==> config.mk <==
export PLATFORM = sky130hd
export DESIGN_NAME = vt100_key_escape_decoder_top_flat
export DESIGN_NICKNAME = d
export VERILOG_FILES = /design/src/sv/vtk_pkg.sv /design/src/sv/vtk_if.sv /design/src/sv/vtk_step.sv /design/src/sv/vt100_key_escape_decoder_top.sv /design/src/flat_wrapper.sv
export SDC_FILE = /design/constraint.sdc
export NUM_CORES = 1
export LEC_CHECK = 0
export CORE_UTILIZATION = 55
export CTS_CLUSTER_DIAMETER = 150
export DETAILED_ROUTE_END_ITERATION = 16
export DONT_BUFFER_PORTS = 1
export PLACE_DENSITY_LB_ADDON = 0.12
export SETUP_SLACK_MARGIN = 0.15
export SYNTH_ARGS = -nofsm -noshare
export SYNTH_HDL_FRONTEND = slang
export SYNTH_HIERARCHICAL = 1
export SYNTH_SLANG_ARGS = --single-unit
export TNS_END_PERCENT = 5
==> constraint.sdc <==
create_clock -name i_clk -period 4.25 [get_ports i_clk]
set_clock_uncertainty 0.05 [all_clocks]
set_input_delay 0.85 -clock i_clk [delete_from_list [all_inputs] [get_ports i_clk]]
set_output_delay 0.85 -clock i_clk [all_outputs]
set_load 0.02 [all_outputs]
==> src/sv/vtk_pkg.sv <==
// Shared types, codes and lookup functions for the VT100 key escape decoder.
`default_nettype none
package vtk_pkg;

    localparam int unsigned CFG_IDX_W = 2;

    localparam logic [CFG_IDX_W-1:0] REG_FIRST_WAIT  = 2'd0;
    localparam logic [CFG_IDX_W-1:0] REG_SECOND_WAIT = 2'd1;
    localparam logic [CFG_IDX_W-1:0] REG_LATER_WAIT  = 2'd2;

    localparam logic [7:0] FIRST_WAIT_RST  = 8'd30;
    localparam logic [7:0] SECOND_WAIT_RST = 8'd50;
    localparam logic [7:0] LATER_WAIT_RST  = 8'd70;

    // decoder phase codes
    localparam logic [2:0] PH_IDLE  = 3'd0;
    localparam logic [2:0] PH_ESC   = 3'd1;
    localparam logic [2:0] PH_SS3   = 3'd2;
    localparam logic [2:0] PH_SS3_2 = 3'd3;
    localparam logic [2:0] PH_CSI   = 3'd4;
    localparam logic [2:0] PH_NUM   = 3'd5;
    localparam logic [2:0] PH_MOD   = 3'd6;

    localparam logic [5:0] K_ESC     = 6'd0;
    localparam logic [5:0] K_UP      = 6'd1;
    localparam logic [5:0] K_DOWN    = 6'd2;
    localparam logic [5:0] K_LEFT    = 6'd3;
    localparam logic [5:0] K_RIGHT   = 6'd4;
    localparam logic [5:0] K_INSERT  = 6'd5;
    localparam logic [5:0] K_DEL     = 6'd6;
    localparam logic [5:0] K_HOME    = 6'd7;
    localparam logic [5:0] K_END     = 6'd8;
    localparam logic [5:0] K_PGUP    = 6'd9;
    localparam logic [5:0] K_PGDN    = 6'd10;
    localparam logic [5:0] K_STAB    = 6'd11;
    localparam logic [5:0] K_F1      = 6'd12;
    localparam logic [5:0] K_SF3     = 6'd24;
    localparam logic [5:0] K_RAW     = 6'd34;

    localparam logic [7:0] CH_ESC   = 8'h1B;
    localparam logic [7:0] CH_O     = 8'h4F;
    localparam logic [7:0] CH_LBRK  = 8'h5B;
    localparam logic [7:0] CH_TILDE = 8'h7E;
    localparam logic [7:0] CH_SEMI  = 8'h3B;
    localparam logic [7:0] CH_TWO   = 8'h32;
    localparam logic [7:0] CH_ZERO  = 8'h30;
    localparam logic [7:0] CH_NINE  = 8'h39;
    localparam logic [7:0] CH_P     = 8'h50;
    localparam logic [7:0] CH_T     = 8'h54;
    localparam logic [7:0] CH_R     = 8'h52;

    localparam int unsigned MAX_RES = 4;
    localparam int unsigned CNT_W   = $clog2(MAX_RES + 1);

    typedef struct packed {
        logic [2:0] phase;
        logic [7:0] timer;
        logic [7:0] key_num;
    } t_dec_state;

    typedef struct packed {
        logic [7:0] first_wait;
        logic [7:0] second_wait;
        logic [7:0] later_wait;
    } t_dec_cfg;

    typedef struct packed {
        logic [5:0] key_code;
        logic [7:0] raw_byte;
        logic       last;
    } t_res;

    typedef struct packed {
        t_res [MAX_RES-1:0]  item;
        logic [CNT_W-1:0]    cnt;
    } t_res_set;

    function automatic t_res mk_res(input logic [5:0] code, input logic [7:0] raw);
        t_res r;
        r.key_code = code;
        r.raw_byte = raw;
        r.last     = 1'b0;
        return r;
    endfunction

    function automatic logic [5:0] letter_key(input logic [7:0] b, input logic allow_z);
        logic [5:0] k;
        k = K_ESC;
        case (b)
            8'h41:   k = K_UP;
            8'h42:   k = K_DOWN;
            8'h43:   k = K_RIGHT;
            8'h44:   k = K_LEFT;
            8'h48:   k = K_HOME;
            8'h46:   k = K_END;
            8'h5A:   k = allow_z ? K_STAB : K_ESC;
            default: k = K_ESC;
        endcase
        return k;
    endfunction

    function automatic logic [5:0] tilde_key(input logic [7:0] n);
        logic [5:0] k;
        k = K_ESC;
        case (n)
            8'd1:    k = K_HOME;
            8'd2:    k = K_INSERT;
            8'd3:    k = K_DEL;
            8'd4:    k = K_END;
            8'd5:    k = K_PGUP;
            8'd6:    k = K_PGDN;
            8'd11:   k = 6'd12;
            8'd12:   k = 6'd13;
            8'd13:   k = 6'd14;
            8'd14:   k = 6'd15;
            8'd15:   k = 6'd16;
            8'd17:   k = 6'd17;
            8'd18:   k = 6'd18;
            8'd19:   k = 6'd19;
            8'd20:   k = 6'd20;
            8'd21:   k = 6'd21;
            8'd23:   k = 6'd22;
            8'd24:   k = 6'd23;
            8'd25:   k = 6'd24;
            8'd26:   k = 6'd25;
            8'd28:   k = 6'd26;
            8'd29:   k = 6'd27;
            8'd31:   k = 6'd28;
            8'd32:   k = 6'd29;
            8'd33:   k = 6'd30;
            8'd34:   k = 6'd31;
            default: k = K_ESC;
        endcase
        return k;
    endfunction

endpackage
`default_nettype wire

==> src/sv/vtk_if.sv <==
// Valid/ready channel interfaces for requests, results and register writes.
`default_nettype none
interface vtk_in_if;
    logic       valid;
    logic       ready;
    logic       mode;
    logic [7:0] rx_byte;
    modport source (output valid, output mode, output rx_byte, input ready);
    modport sink   (input valid, input mode, input rx_byte, output ready);
endinterface

interface vtk_out_if;
    logic       valid;
    logic       ready;
    logic [5:0] key_code;
    logic [7:0] raw_byte;
    logic       last;
    modport source (output valid, output key_code, output raw_byte, output last, input ready);
    modport sink   (input valid, input key_code, input raw_byte, input last, output ready);
endinterface

interface vtk_cfg_if;
    logic       valid;
    logic       ready;
    logic [1:0] index;
    logic [7:0] data;
    modport source (output valid, output index, output data, input ready);
    modport sink   (input valid, input index, input data, output ready);
endinterface
`default_nettype wire

==> src/sv/vtk_step.sv <==
// Next-state and result logic for one decoder request.
`default_nettype none
module vtk_step (
    input  vtk_pkg::t_dec_state i_st,
    input  vtk_pkg::t_dec_cfg   i_cfg,
    input  logic                i_mode,
    input  logic [7:0]          i_byte,
    output vtk_pkg::t_dec_state o_st,
    output vtk_pkg::t_res_set   o_res
);
    import vtk_pkg::*;

    logic       digit;
    logic [3:0] dval;
    logic [11:0] prod;
    logic [7:0] limit;
    logic       fail_en;
    logic       with_b;
    logic       done_en;
    logic [5:0] done_code;
    logic       raw_en;
    logic [5:0] lk;

    assign digit = (i_byte >= CH_ZERO) && (i_byte <= CH_NINE);
    assign dval  = i_byte[3:0];
    assign prod  = {1'b0, i_st.key_num, 3'b000} + {3'b000, i_st.key_num, 1'b0}
                   + {8'd0, dval};

    always_comb begin
        o_st      = i_st;
        fail_en   = 1'b0;
        with_b    = 1'b0;
        done_en   = 1'b0;
        done_code = K_ESC;
        raw_en    = 1'b0;
        limit     = i_cfg.later_wait;
        lk        = K_ESC;
        if (i_mode) begin
            if (i_st.phase != PH_IDLE) begin
                if (i_st.timer != 8'hFF) begin
                    o_st.timer = i_st.timer + 8'd1;
                end
                case (i_st.phase) inside
                    PH_ESC:          limit = i_cfg.first_wait;
                    PH_SS3, PH_CSI:  limit = i_cfg.second_wait;
                    default:         limit = i_cfg.later_wait;
                endcase
                if (o_st.timer >= limit) begin
                    fail_en = 1'b1;
                end
            end
        end else begin
            o_st.timer = 8'd0;
            unique case (i_st.phase) inside
                PH_IDLE: begin
                    if (i_byte == CH_ESC) begin
                        o_st.phase   = PH_ESC;
                        o_st.key_num = 8'd0;
                    end else begin
                        raw_en = 1'b1;
                    end
                end
                PH_ESC: begin
                    if (i_byte == CH_O) begin
                        o_st.phase = PH_SS3;
                    end else if (i_byte == CH_LBRK) begin
                        o_st.phase = PH_CSI;
                    end else begin
                        fail_en = 1'b1;
                        with_b  = 1'b1;
                    end
                end
                PH_SS3: begin
                    if (i_byte >= CH_P && i_byte <= CH_T) begin
                        done_en   = 1'b1;
                        done_code = K_F1 + 6'(i_byte - CH_P);
                    end else if (i_byte == CH_TWO) begin
                        o_st.phase = PH_SS3_2;
                    end else begin
                        fail_en = 1'b1;
                        with_b  = 1'b1;
                    end
                end
                PH_SS3_2: begin
                    if (i_byte == CH_R) begin
                        done_en   = 1'b1;
                        done_code = K_SF3;
                    end else begin
                        fail_en = 1'b1;
                        with_b  = 1'b1;
                    end
                end
                PH_CSI: begin
                    lk = letter_key(i_byte, 1'b1);
                    if (lk != K_ESC) begin
                        done_en   = 1'b1;
                        done_code = lk;
                    end else if (digit) begin
                        o_st.key_num = {4'd0, dval};
                        o_st.phase   = PH_NUM;
                    end else begin
                        fail_en = 1'b1;
                        with_b  = 1'b1;
                    end
                end
                PH_NUM, PH_MOD: begin
                    lk = letter_key(i_byte, 1'b0);
                    if (digit) begin
                        if (i_st.phase == PH_NUM) begin
                            o_st.key_num = (prod > 12'd255) ? 8'hFF : prod[7:0];
                        end
                    end else if (i_byte == CH_SEMI && i_st.phase == PH_NUM) begin
                        o_st.phase = PH_MOD;
                    end else if (lk != K_ESC) begin
                        done_en   = 1'b1;
                        done_code = lk;
                    end else if (i_byte == CH_TILDE) begin
                        done_en   = 1'b1;
                        done_code = tilde_key(i_st.key_num);
                    end else begin
                        done_en   = 1'b1;
                        done_code = K_ESC;
                    end
                end
                default: begin
                    o_st.phase = PH_IDLE;
                end
            endcase
        end
        if (fail_en || done_en) begin
            o_st.phase = PH_IDLE;
        end
    end

    always_comb begin
        o_res = '0;
        if (raw_en) begin
            o_res.item[0] = mk_res(K_RAW, i_byte);
            o_res.cnt     = CNT_W'(1);
        end
        if (done_en) begin
            o_res.item[0] = mk_res(done_code, 8'd0);
            o_res.cnt     = CNT_W'(1);
        end
        if (fail_en) begin
            o_res.item[0] = mk_res(K_ESC, 8'd0);
            o_res.item[1] = mk_res(K_RAW, i_byte);
            o_res.cnt     = CNT_W'(1);
            case (i_st.phase)
                PH_ESC: begin
                    o_res.cnt = CNT_W'(1) + CNT_W'(with_b);
                end
                PH_SS3: begin
                    o_res.item[1] = mk_res(K_RAW, CH_O);
                    o_res.item[2] = mk_res(K_RAW, i_byte);
                    o_res.cnt     = CNT_W'(2) + CNT_W'(with_b);
                end
                PH_SS3_2: begin
                    o_res.item[1] = mk_res(K_RAW, CH_O);
                    o_res.item[2] = mk_res(K_RAW, CH_TWO);
                    o_res.item[3] = mk_res(K_RAW, i_byte);
                    o_res.cnt     = CNT_W'(3) + CNT_W'(with_b);
                end
                PH_CSI: begin
                    o_res.item[1] = mk_res(K_RAW, CH_LBRK);
                    o_res.item[2] = mk_res(K_RAW, i_byte);
                    o_res.cnt     = CNT_W'(2) + CNT_W'(with_b);
                end
                default: begin
                    o_res.cnt = CNT_W'(1);
                end
            endcase
        end
        for (int i = 0; i < MAX_RES; i++) begin
            o_res.item[i].last = (o_res.cnt == CNT_W'(i + 1));
        end
    end

endmodule
`default_nettype wire

==> src/sv/vt100_key_escape_decoder_top.sv <==
// Top level of the VT100 key escape decoder: state, registers and result queue.
//
//  channel  dir  payload                        handshake
//  i_in     in   mode, rx_byte                  valid/ready
//  o_out    out  key_code, raw_byte, last       valid/ready
//  i_cfg    in   index, data                    valid/ready (always ready)
//
// A request is decoded in the cycle it is taken; its 0..4 results are loaded
// into a four-entry result queue and leave one per cycle while the output
// is ready. A new request is taken while the last queued result is being
// handed over. Reset is synchronous; the wait registers return to 30/50/70.
// A stalled output holds the queue and blocks requests.
`default_nettype none
module vt100_key_escape_decoder_top (
    input  logic             i_clk,
    input  logic             i_rst_n,
    vtk_in_if.sink           i_in,
    vtk_out_if.source        o_out,
    vtk_cfg_if.sink          i_cfg
);
    import vtk_pkg::*;

    t_dec_state       r_st;
    t_dec_state       n_st;
    t_dec_cfg         r_cfg;
    t_res_set         n_set;
    t_res [MAX_RES-1:0] r_q;
    logic [CNT_W-1:0] r_cnt;
    logic             in_take;
    logic             out_take;

    vtk_step u_step (
        .i_st   (r_st),
        .i_cfg  (r_cfg),
        .i_mode (i_in.mode),
        .i_byte (i_in.rx_byte),
        .o_st   (n_st),
        .o_res  (n_set)
    );

    assign i_cfg.ready = 1'b1;

    assign o_out.valid    = (r_cnt != '0);
    assign o_out.key_code = r_q[0].key_code;
    assign o_out.raw_byte = r_q[0].raw_byte;
    assign o_out.last     = r_q[0].last;

    assign out_take    = o_out.valid && o_out.ready;
    assign i_in.ready  = (r_cnt == '0) || ((r_cnt == CNT_W'(1)) && o_out.ready);
    assign in_take     = i_in.valid && i_in.ready;

    always_ff @(posedge i_clk) begin
        if (!i_rst_n) begin
            r_cfg.first_wait  <= FIRST_WAIT_RST;
            r_cfg.second_wait <= SECOND_WAIT_RST;
            r_cfg.later_wait  <= LATER_WAIT_RST;
        end else if (i_cfg.valid) begin
            unique case (i_cfg.index)
                REG_FIRST_WAIT:  r_cfg.first_wait  <= i_cfg.data;
                REG_SECOND_WAIT: r_cfg.second_wait <= i_cfg.data;
                REG_LATER_WAIT:  r_cfg.later_wait  <= i_cfg.data;
                default: begin
                end
            endcase
        end
    end

    always_ff @(posedge i_clk) begin
        if (!i_rst_n) begin
            r_st.phase   <= PH_IDLE;
            r_st.timer   <= 8'd0;
            r_st.key_num <= 8'd0;
        end else if (in_take) begin
            r_st <= n_st;
        end
    end

    always_ff @(posedge i_clk) begin
        if (!i_rst_n) begin
            r_cnt <= '0;
        end else if (in_take) begin
            r_cnt <= n_set.cnt;
        end else if (out_take) begin
            r_cnt <= r_cnt - CNT_W'(1);
        end
    end

    always_ff @(posedge i_clk) begin
        if (in_take) begin
            r_q <= n_set.item;
        end else if (out_take) begin
            for (int i = 0; i < MAX_RES - 1; i++) begin
                r_q[i] <= r_q[i+1];
            end
        end
    end

endmodule
`default_nettype wire
==> src/flat_wrapper.sv <==
// flat-port wrapper written by rule: the top's interface ports become plain ports
module vt100_key_escape_decoder_top_flat import vtk_pkg::*;
  (i_clk, i_rst_n, i_in_valid, i_in_mode, i_in_rx_byte, i_in_ready, o_out_valid, o_out_key_code, o_out_raw_byte, o_out_last, o_out_ready, i_cfg_valid, i_cfg_index, i_cfg_data, i_cfg_ready);
  vtk_in_if i_in_i ();
  vtk_out_if o_out_i ();
  vtk_cfg_if i_cfg_i ();
  input  logic i_clk;
  input  logic i_rst_n;
  input wire logic [$bits(i_in_i.valid)-1:0] i_in_valid;
  input wire logic [$bits(i_in_i.mode)-1:0] i_in_mode;
  input wire logic [$bits(i_in_i.rx_byte)-1:0] i_in_rx_byte;
  output wire logic [$bits(i_in_i.ready)-1:0] i_in_ready;
  output wire logic [$bits(o_out_i.valid)-1:0] o_out_valid;
  output wire logic [$bits(o_out_i.key_code)-1:0] o_out_key_code;
  output wire logic [$bits(o_out_i.raw_byte)-1:0] o_out_raw_byte;
  output wire logic [$bits(o_out_i.last)-1:0] o_out_last;
  input wire logic [$bits(o_out_i.ready)-1:0] o_out_ready;
  input wire logic [$bits(i_cfg_i.valid)-1:0] i_cfg_valid;
  input wire logic [$bits(i_cfg_i.index)-1:0] i_cfg_index;
  input wire logic [$bits(i_cfg_i.data)-1:0] i_cfg_data;
  output wire logic [$bits(i_cfg_i.ready)-1:0] i_cfg_ready;
  assign i_in_i.valid = i_in_valid;
  assign i_in_i.mode = i_in_mode;
  assign i_in_i.rx_byte = i_in_rx_byte;
  assign i_in_ready = i_in_i.ready;
  assign o_out_valid = o_out_i.valid;
  assign o_out_key_code = o_out_i.key_code;
  assign o_out_raw_byte = o_out_i.raw_byte;
  assign o_out_last = o_out_i.last;
  assign o_out_i.ready = o_out_ready;
  assign i_cfg_i.valid = i_cfg_valid;
  assign i_cfg_i.index = i_cfg_index;
  assign i_cfg_i.data = i_cfg_data;
  assign i_cfg_ready = i_cfg_i.ready;
  vt100_key_escape_decoder_top u_core (.i_clk(i_clk), .i_rst_n(i_rst_n), .i_in(i_in_i), .o_out(o_out_i), .i_cfg(i_cfg_i));
endmodule
## Yosys cells after proc, flatten, opt, wreduce, memory -nomap -nowiden

Memory sizes are Yosys's and may differ from the RTL's. A register that Yosys moved wholly into a read port is not among the register bits.
Cells that the tools add are included.

| cells by class | value |
|---|---|
| add/subtract/negate cells | 9 |
| multiply operators | 0 |
| div/mod/pow operators | 0 |
| $lt $le $gt $ge | 6 |
| equality and inequality tests | 44 |
| shift operators | 0 |
| muxes and demuxes | 78 |
| bitwise gates (word level) | 1 |
| reductions and logical operators | 27 |

Operator list:

| cell | number |
|---|---|
| $mux 8 | 15 |
| $mux 45 | 2 |
| $pmux 30 s3 | 1 |
| $eq 8x7->1 const B | 11 |
| $mux 6 | 14 |
| $mux 48 | 1 |
| $mux 3 | 13 |
| $mux 18 | 2 |
| $pmux 4 s7 | 1 |
| $pmux 4 s6 | 1 |
| $pmux 6 s4 | 1 |
| $pmux 8 s3 | 1 |
| $mux 1 | 20 |
| $pmux 3 s6 | 1 |
| $eq 8x6->1 const B | 2 |
| $mux 15 | 1 |
| $add 11x9->12 | 1 |
| $add 12x4->12 | 1 |
| $eq 3x2->1 const B | 4 |
| $eq 3x3->1 const B | 4 |
| $gt 12x8->1 const B | 1 |
| $reduce_bool 6->1 | 2 |
| $reduce_and 11->1 | 1 |
| $reduce_and 2->1 | 5 |
| 34 further kinds | 59 |

| storage, ports and cells | value |
|---|---|
| flip-flop bits (word level) | 106 |
| bits in latches | 0 |
| memory bits (writable) | 0 |
| bits in read-only memories | 320 |
| logic and storage cells | 185 |
| memories kept | 1 |

Memories:

| memory | words | width | rd ports | clocked after Yosys merged registers in | wr ports | line | RTL |
|---|---|---|---|---|---|---|---|
| (name not given) | 64 | 5 | 1 | 1 | 0 | vtk_pkg.sv:105 | `case (n)` |

## Depth between registers and ports, before layout

Gate-level depths: netlist of run 1.

| depth | value |
|---|---|
| depth in word-level cells | 14 |
| depth in mapped cells | 18 |
| mapped depth without buffers | 14 |

## Hierarchy

Netlist of run 1, hierarchy kept.

By module, submodules not included:

| module | instances | cells each | area each (um^2) | seq. area each (um^2) |
|---|---|---|---|---|
| vt100_key_escape_decoder_top | 1 | 331 | 4541.9 | 2722.6 |
| vtk_step | 1 | 459 | 3111.7 | 0.0 |

## Worst setup path before layout of run 1

OpenSTA, ideal clock, no wires.

| path | value |
|---|---|
| path type | reg-to-reg |
| start point | register u_core/r_st[18] (netlist name) |
| end point | register u_core/r_q[31] (netlist name), data pin |
| library setup time | 0.260 ns |
| arrival time | 3.514 ns |
| data required time | 3.940 ns |
| setup slack | 0.425 ns |
| stages on the path, launching flop included | 18 |
| period minus slack after synthesis | 3.825 ns |
| cells stage by stage | dfxtp_1 > clkbuf_1 > buf_1 > mux2i_1 > nor2_1 > a21oi_1 > nor2_1 > a221oi_1 > ha_1 > a211oi_1 > nand3_1 > a41oi_1 > or2_2 > buf_1 > nand2_2 > buf_2 > and3_1 > mux2_4 |

RTL lines:

| what | line | RTL |
|---|---|---|
| start, declared | vt100_key_escape_decoder_top.sv:23 | `t_dec_state r_st;` |
| start signal, assigned | vt100_key_escape_decoder_top.sv:74 | `r_st <= n_st;` |
| end signal, assigned | vt100_key_escape_decoder_top.sv:90 | `r_q <= n_set.item;` |
| end signal, assigned by index | vt100_key_escape_decoder_top.sv:93 | `r_q[i] <= r_q[i+1];` |
| end, declared | vt100_key_escape_decoder_top.sv:27 | `t_res [MAX_RES-1:0] r_q;` |

==> results of run 1 <==
==> per-stage QoR <==
stage / power (mW) / std cells / utilization (%)
6_report: 3.55 / 927 / 58.2
5_1_grt: 3.72 / 927 / 58.2
4_1_cts: 3.58 / 927 / 58.2
3_5_place_dp: 2.81 / 911 / 56.2
3_3_place_gp: 2.76 / 911 / 56.2
2_1_floorplan: 2.75 / 801 / -
==> layout by cell type, fill, tap and decap left out, types with 7 or more instances in the layout <==
master | Yosys | final
nor2_1 | 68 | 68
edfxtp_1 | 60 | 60
a21oi_1 | 50 | 50
nand2_1 | 46 | 46
dfxtp_1 | 46 | 46
ha_1 | 41 | 41
mux2_4 | 39 | 39
o21ai_0 | 39 | 39
nand3_1 | 36 | 36
mux2i_1 | 33 | 33
and2_1 | 19 | 19
buf_4 | 31 | 18
nor3_1 | 17 | 17
inv_1 | 17 | 16
conb_1 | 2 | 13
o21a_1 | 11 | 11
mux2_2 | 11 | 11
and3_1 | 10 | 10
a221oi_1 | 10 | 10
clkbuf_16 | 0 | 9
nor2b_1 | 9 | 9
nand4_1 | 8 | 8
a31oi_1 | 7 | 7
xnor2_1 | 7 | 7
==> layout make-up <==
cell class	count	share of cell area [%]
timing repair buffer	18	1.73
multi-input combinational	592	56.2
tap	176	2.82
clock buffer	10	2.93
sequential	106	34.9
inverter	19	0.914
clock inverter	6	0.529
==> path summary, 6_finish.rpt <==
check | slack [ns] | endpoint | depth (start not counted) | start
min | 0.43 | u_core/r_cfg[17]$_SDFFE_PN1P_ | 2 | u_core/r_cfg[17]$_SDFFE_PN1P_
max reg2reg | 0.44 | u_core/r_q[33]$_DFFE_PP_ | 13 | u_core/r_st[8]$_SDFFE_PN0P_
min reg2reg | 0.43 | u_core/r_cfg[17]$_SDFFE_PN1P_ | 2 | u_core/r_cfg[17]$_SDFFE_PN1P_
max | 0.44 | u_core/r_q[33]$_DFFE_PP_ | 13 | u_core/r_st[8]$_SDFFE_PN0P_
==> state kept, by name (all words and copies together), names as in the netlist <==
name                   count
u_core/r_q                45
u_core/r_st               19
u_core/r_cnt               3
u_core/o_out.raw_byte      8
u_core/o_out.key_code      6
u_core/r_cfg              24
u_core/o_out.last          1
==> kinds of logic after synthesis <==
kind of cell | after synthesis
fa+ha+maj | 43
compound gates | 182
flops | 106
simple gates | 256
buf+inv | 103
xor+xnor | 13
mux | 85
other cells | 2
==> metal layers <==
metal / vias up / routed length, um / GRT usage [%]
met2: 235 / 8340 / 40.5
li1: 2795 / - / -
met3: 27 / 1290 / 5.80
met4: 0 / 308 / 7.89
met1: 2788 / 7930 / 34.7
met5: - / 0 / 0
==> cells in the mapped netlist, types with 14 or more instances <==
cell,n
nor2_1,68
edfxtp_1,60
a21oi_1,50
dfxtp_1,46
nand2_1,46
ha_1,41
mux2_4,39
o21ai_0,39
nand3_1,36
mux2i_1,33
buf_4,31
clkbuf_1,30
and2_1,19
inv_1,17
nor3_1,17
buf_2,14
==> power groups by stage <==
stage                     clock [mW]  sequential, mW  combinational [mW]
after detailed placement           0            1.74                1.06
final                          0.766            1.72                1.06
after floorplan                    0            1.59                1.16
after CTS                      0.790            1.72                1.07
after global routing           0.825            1.75                1.15
after global placement             0            1.73                1.03
==> critical path, stage by stage, from the launching register on <==
cell	delay [ns]
dfxtp_1	0.37
ha_1	0.25
and2_1	0.22
a31oi_1	0.38
nand3_1	0.15
xnor2_1	0.16
ha_1	0.34
a211oi_1	0.26
nand3_1	0.10
a41oi_1	0.30
or2_2	0.24
nand2_2	0.22
and3_1	0.27
mux2_4	0.26
==> results by group, run 1 <==
Global route
  – First-pass GRT wire length: 29100 um
  – Total track usage: 25.6%
  – Remaining Overflow, GRT: 0
  – Largest net degree at the start of global routing: 46
  – Initial antenna violation count: 0
  – Vias in the first global route: 5533

Place
  – Port Buffer Count: 0
  – DP Wirelength: 12600 um
  – Routability cong.: 0.887
  – Dpl ws: 0.496 ns
  – Area after DPL: 7530 um^2

Timing
  – Period utilization: 89.7%
  – Final Max Slew Viols: 0
  – Slew headroom: 35.6%
  – Setup TNS: 0 ns
  – Hold slack: 0.429 ns
  – # setup viols final: 0
  – Fmax: 262 MHz
  – Minimum clock period: 3.81 ns
  – Least-Margin Pin Slew: 0.965 ns
  – Setup slack after layout: 0.436 ns
  – Fin. Hold Viols: 0
  – Unrepaired setup endpoints after global routing: false

Floorplanning
  – Site Rows: 42
  – DIE WIDTH: 120 um
  – # IOs: 42
  – Die height: 120 um
  – Core area: 13400 um^2
  – Initial Util: 57.1%
  – Die area: 14400 um^2

Worst setup path
  – CP arrival: 3.87 ns
  – CP required: 4.31 ns
  – Crit-path max FO: 15
  – CP Capture Type: flop
  – Worst Setup Start Kind: flop
  – Critical path type: reg -> reg

Pwr
  – Net Sw Frac: 33.0%
  – Clock Power Share: 21.6%
  – Worst VDD drop: 233 uV
  – Sw Pwr: 1.17 mW
  – P_leak: 3.04 nW
  – Comb power frac: 29.9%
  – Sequential group share of total power: 48.5%
  – Internal power: 2.38 mW
  – Power density cells: 455 nW/um^2

Logic synthesis
  – Post-synthesis average cell area: 9.69 um^2
  – Main combinational cell family by area after synthesis: simple AND/OR/NAND/NOR gates
  – Synth area leaders: edfxtp_1 24%, dfxtp_1 12%, mux2_4 7.7%
  – Post-synth top flop: edfxtp_1
  – Dominant cell type by area after synthesis: edfxtp_1
  – Netlist cell types: 79
  – Synth Register Bits: 106
  – Post-Synth Simple-Gate Area: 17.6%
  – Synth warnings: 6
  – XOR/XNOR share of the synthesized area: 1.49%
  – Post-synth EDFFs: 60
  – Seq/Total Area, Yosys: 35.6%
  – Yosys top cell area share: 23.5%
  – Synthesized instance count: 790
  – Post-Syn Area: 7650 um^2
  – Compound-Gate Fraction of Synth Area: 16.2%
  – Async set or reset register ratio after synthesis: 0%
  – Post-synthesis adder-cell area fraction: 7.23%
  – Post-synthesis mux area share: 14.2%

Finish
  – Area grow syn2layout: 1.98%
  – Fin area: 7800 um^2
  – Register area: 2720 um^2
  – Share of cells above drive strength 1: 13.2%
  – Nets: 813
  – FILL cells: 1178
  – Multi-input gate area: 4390 um^2
  – Antenna cells: 0

Drt
  – Vias: 5845
  – Initial DRC count: 549
  – Vias per cell: 6.31
  – Pre-antenna DRT Iters: 5
  – Post-route ant nets: 0
  – Drt wl/cell: 19.3 um
  – DRC Markers: 0
  – Final Routed Wirelength: 17900 um

Clock network
  – Clock Latency Late Sink: 0.35 ns
  – Maximum buffer depth of the clock tree: 2
  – Cts hold-fix bufs: 0
  – Post CTS Setup Buffer Count: 0
  – TritonCTS clock tree: done
  – H-tree depth: 3
  – Clk slew on worst S/H paths: 0.07 ns
  – Root Driver: clkbuf_16
  – Num Clock Sinks: 106
  – CTS buffer count: 9
  – Post-CTS sizing: 0

Run
  – Max cap viols: 0

Run status
  – Status: finished, final reports clean

Hold path
  – Hold Crit Class: reg -> reg
No activity file was read; power rests on OpenSTA's default activity.
==> inputs of run 2 (changes only) <==
Settings changed: ABC_AREA set to 1, CORE_MARGIN set to 2.
==> results by group, run 2 <==
Pwr
  – Total power: 3.71 mW (+4.5%)
  – Power density cells: 486 nW/um^2 (+7.0%)
  – Worst VDD drop: 769 uV (+230%)
  – P_leak: 3.51 nW (+16%)

Logic synthesis
  – Post-Synth Simple-Gate Area: 32.8% (+15 points)
  – Synth area leaders: edfxtp_1 24%, nand2_1 18%, dfxtp_1 12%
  – Compound-Gate Fraction of Synth Area: 11.4% (-4.8 points)
  – Netlist cell types: 47 (-41%)
  – Seq/Total Area, Yosys: 36.6% (+1.0 points)
  – Post-Syn Area: 7430 um^2 (-2.9%)
  – Post-synth EDFFs: 60 (unchanged)
  – Synthesized instance count: 1029 (+30%)
  – Post-synthesis average cell area: 7.23 um^2 (-25%)
  – Most frequent cell after synthesis: nand2_1
  – Main combinational cell family by area after synthesis: simple AND/OR/NAND/NOR gates
  – Post-synthesis mux area share: 0.135% (-14 points)
  – Post-synth top flop: edfxtp_1
  – Synth Register Bits: 106 (unchanged)
  – Yosys top cell area share: 24.2% (+0.69 points)
  – XOR/XNOR share of the synthesized area: 1.53% (+0.044 points)
  – Post-synthesis adder-cell area fraction: 7.44% (+0.21 points)
  – Async set or reset register ratio after synthesis: 0% (unchanged)
  – Synth warnings: 6 (unchanged)
  – Dominant cell type by area after synthesis: edfxtp_1
  – Top post-synthesis cells by count: 355 x nand2_1, 82 x nor2_1, 74 x a21oi_1, 66 x inv_1, 64 x nand3_1

Global route
  – Vias in the first global route: 5812 (+5.0%)
  – Remaining Overflow, GRT: 0 (unchanged)
  – Largest net degree at the start of global routing: 68 (+48%)
  – Total track usage: 24.7% (-0.95 points)
  – Initial antenna violation count: 0 (unchanged)
  – First-pass GRT wire length: 28900 um (-0.78%)

Clock network
  – Root Driver: clkbuf_16
  – Post-CTS sizing: 0 (unchanged)
  – Num Clock Sinks: 106 (unchanged)
  – Clk slew on worst S/H paths: 0.07 ns (about the same)
  – H-tree depth: 3 (unchanged)
  – TritonCTS clock tree: done
  – Cts hold-fix bufs: 0 (unchanged)
  – Post CTS Setup Buffer Count: 0 (unchanged)
  – Maximum buffer depth of the clock tree: 2 (unchanged)
  – Clock Latency Late Sink: 0.35 ns (about the same)
  – CTS buffer count: 9 (unchanged)

Drt
  – DR top layer: met4
  – Vias per cell: 5.46 (-13%)
  – Drt wl/cell: 14.8 um (-23%)
  – Met1 Wirelength: 8550 um (+7.9%)
  – Pre-antenna DRT Iters: 5 (unchanged)
  – Metal2 WL: 7540 um (-9.6%)
  – DRC Markers: 0 (unchanged)
  – Final Routed Wirelength: 17400 um (-2.8%)
  – Metal3 WL: 997 um (-23%)
  – Vias: 6412 (+9.7%)
  – Initial DRC count: 555 (+1.1%)
  – Post-route ant nets: 0 (unchanged)

Worst setup path
  – CP arrival: 3.77 ns (-0.10 ns)
  – Worst Setup EP: u_core/r_st[18]$_SDFFE_PN0P_
  – Critical Path Start: u_core/r_st[17]$_SDFFE_PN0P_
  – Worst r2r path cells: 22 (+9)
  – Critical path type: reg -> reg
  – Reg-to-reg endpoint: u_core/r_st[18]$_SDFFE_PN0P_
  – CP required: 4.47 ns (+0.16 ns)
  – Reg2Reg Setup Slack: 0.70 ns (+0.27 ns)
  – Crit-path max FO: 14 (-1)
  – RR Startpoint: u_core/r_st[17]$_SDFFE_PN0P_
  – Worst Setup Start Kind: flop
  – CP Capture Type: flop

Floorplanning
  – DIE WIDTH: 120 um (+0.25%)
  – Core area: 13200 um^2 (-1.2%)
  – # IOs: 42 (unchanged)
  – Die height: 120 um (+0.25%)
  – Die area: 14500 um^2 (+0.50%)
  – Initial Util: 56.1% (-0.97 points)
  – Site Rows: 42 (unchanged)

Timing
  – Setup TNS: 0 ns (unchanged)
  – Unrepaired setup endpoints after global routing: false
  – # setup viols final: 0 (unchanged)
  – Final Max Slew Viols: 0 (unchanged)
  – Fmax: 282 MHz (+7.6%)
  – Setup slack after layout: 0.704 ns (+0.268 ns)
  – Period utilization: 83.4% (-6.3 points)
  – Fin. Hold Viols: 0 (unchanged)
  – Minimum clock period: 3.55 ns (-0.268 ns)
  – Slew headroom: 27.3% (-8.3 points)
  – Least-Margin Pin Slew: 1.09 ns (+0.122 ns)

Finish
  – Core Util, Final: 57.6% (-0.66 points)
  – Top flop regs: u_core/r_q x45, u_core/r_cfg x24, u_core/r_st x19
  – Max reg flops: 45 (unchanged)
  – Antenna cells: 0 (unchanged)
  – Commonest cells after routing, fill and taps aside: 354 x nand2_1, 82 x nor2_1, 74 x a21oi_1, 66 x inv_1, 64 x nand3_1
  – Largest reg by FF count: u_core/r_q
  – Nets: 1060 (+30%)
  – Share of cells above drive strength 1: 8.62% (-4.6 points)
  – Area grow syn2layout: 2.57%
  – Most common cell after layout, fill and taps aside: nand2_1
  – Fin area: 7630 um^2 (-2.3%)
  – FILL cells: 1294 (+9.8%)

Place
  – Area after DPL: 7320 um^2 (-2.8%)
  – Port Buffer Count: 0 (unchanged)
  – DP Wirelength: 12200 um (-2.7%)
  – Routability cong.: 0.886 (about the same)
  – Dpl ws: 0.749 ns (+0.253 ns)

Hold path
  – Hold Crit Class: reg -> reg

Run
  – Max cap viols: 0 (unchanged)

Run status
  – Status: finished, final reports clean
## run 2: changes by cell type in the layout (fill, tap and decap cells not counted), moves of 13 or more
cell,delta
a21oi_1,+24
and2_1,-19
buf_4,-13
inv_1,+50
inv_2,+17
mux2_4,-39
mux2i_1,-32
nand2_1,+308
nand3_1,+28
nor2_1,+14
## run 2: cells by family after synthesis
logic type | after synthesis
compound gates | 151
flops | 106
other cells | 2
fa+ha+maj | 43
buf+inv | 150
xor+xnor | 13
mux | 1
simple gates | 563
## run 2: routing by layer
layer | vias up | GRT usage (%)
li1 | 3263 | -
met1 | 2925 | 36.2
met2 | 199 | 37.5
met3 | 25 | 4.39
met4 | 0 | 6.83
met5 | - | 0
## run 2: layout make-up
| cell class | instances | area, um^2 | area share, % |
|---|---|---|---|
| clock buffers | 10 | 229 | 3.00 |
| clock inverters | 6 | 73.8 | 0.968 |
| inverters | 87 | 329 | 4.32 |
| multi-input cells | 784 | 4010 | 52.6 |
| flip-flops and latches | 106 | 2720 | 35.7 |
| well taps | 176 | 220 | 2.89 |
| repair buffers | 5 | 37.5 | 0.492 |
## run 2: metrics by stage
stage | hold WS [ns] | cells
after global placement | 0.404 | 1158
final | 0.419 | 1174
after CTS | 0.418 | 1174
after detailed placement | 0.405 | 1158
after floorplan | 0.387 | 1040
after global routing | 0.439 | 1174
## run 2: how the worst min path moves through the flow
stage,startpoint,endpoint,slack (ns),cells past startpoint
4_1_cts,u_core/r_cfg[3]$_SDFFE_PN0P_,u_core/r_cfg[3]$_SDFFE_PN0P_,0.42,2
5_1_grt,u_core/r_cfg[0]$_SDFFE_PN0P_,u_core/r_cfg[0]$_SDFFE_PN0P_,0.44,2
6_report,u_core/r_cfg[3]$_SDFFE_PN0P_,u_core/r_cfg[3]$_SDFFE_PN0P_,0.42,2
3_5_place_dp,u_core/r_cfg[20]$_SDFFE_PN1P_,u_core/r_cfg[20]$_SDFFE_PN1P_,0.40,2
3_3_place_gp,u_core/r_cfg[20]$_SDFFE_PN1P_,u_core/r_cfg[20]$_SDFFE_PN1P_,0.40,2
2_1_floorplan,u_core/r_cfg[17]$_SDFFE_PN1P_,u_core/r_cfg[17]$_SDFFE_PN1P_,0.39,2
## run 2: critical path: stages (launching register included)
cell,delay [ns]
dfxtp_1,0.46
nor2_1,0.13
nand2_2,0.18
inv_2,0.16
nor2_1,0.23
buf_4,0.27
nand2_1,0.07
nand3_1,0.08
o21ai_0,0.09
ha_1,0.31
inv_1,0.06
nor2_1,0.03
o21ai_0,0.13
nand2_1,0.07
nand2_1,0.06
o2111ai_1,0.09
nand3_1,0.19
nand2_8,0.11
inv_2,0.23
nand2_1,0.16
nor2_1,0.13
nand2_1,0.07
a21oi_1,0.12
## run 2: power by group
part           internal (mW)  switching, mW
Clock                  0.465          0.382
Sequential              1.56          0.195
Combinational          0.289          0.817
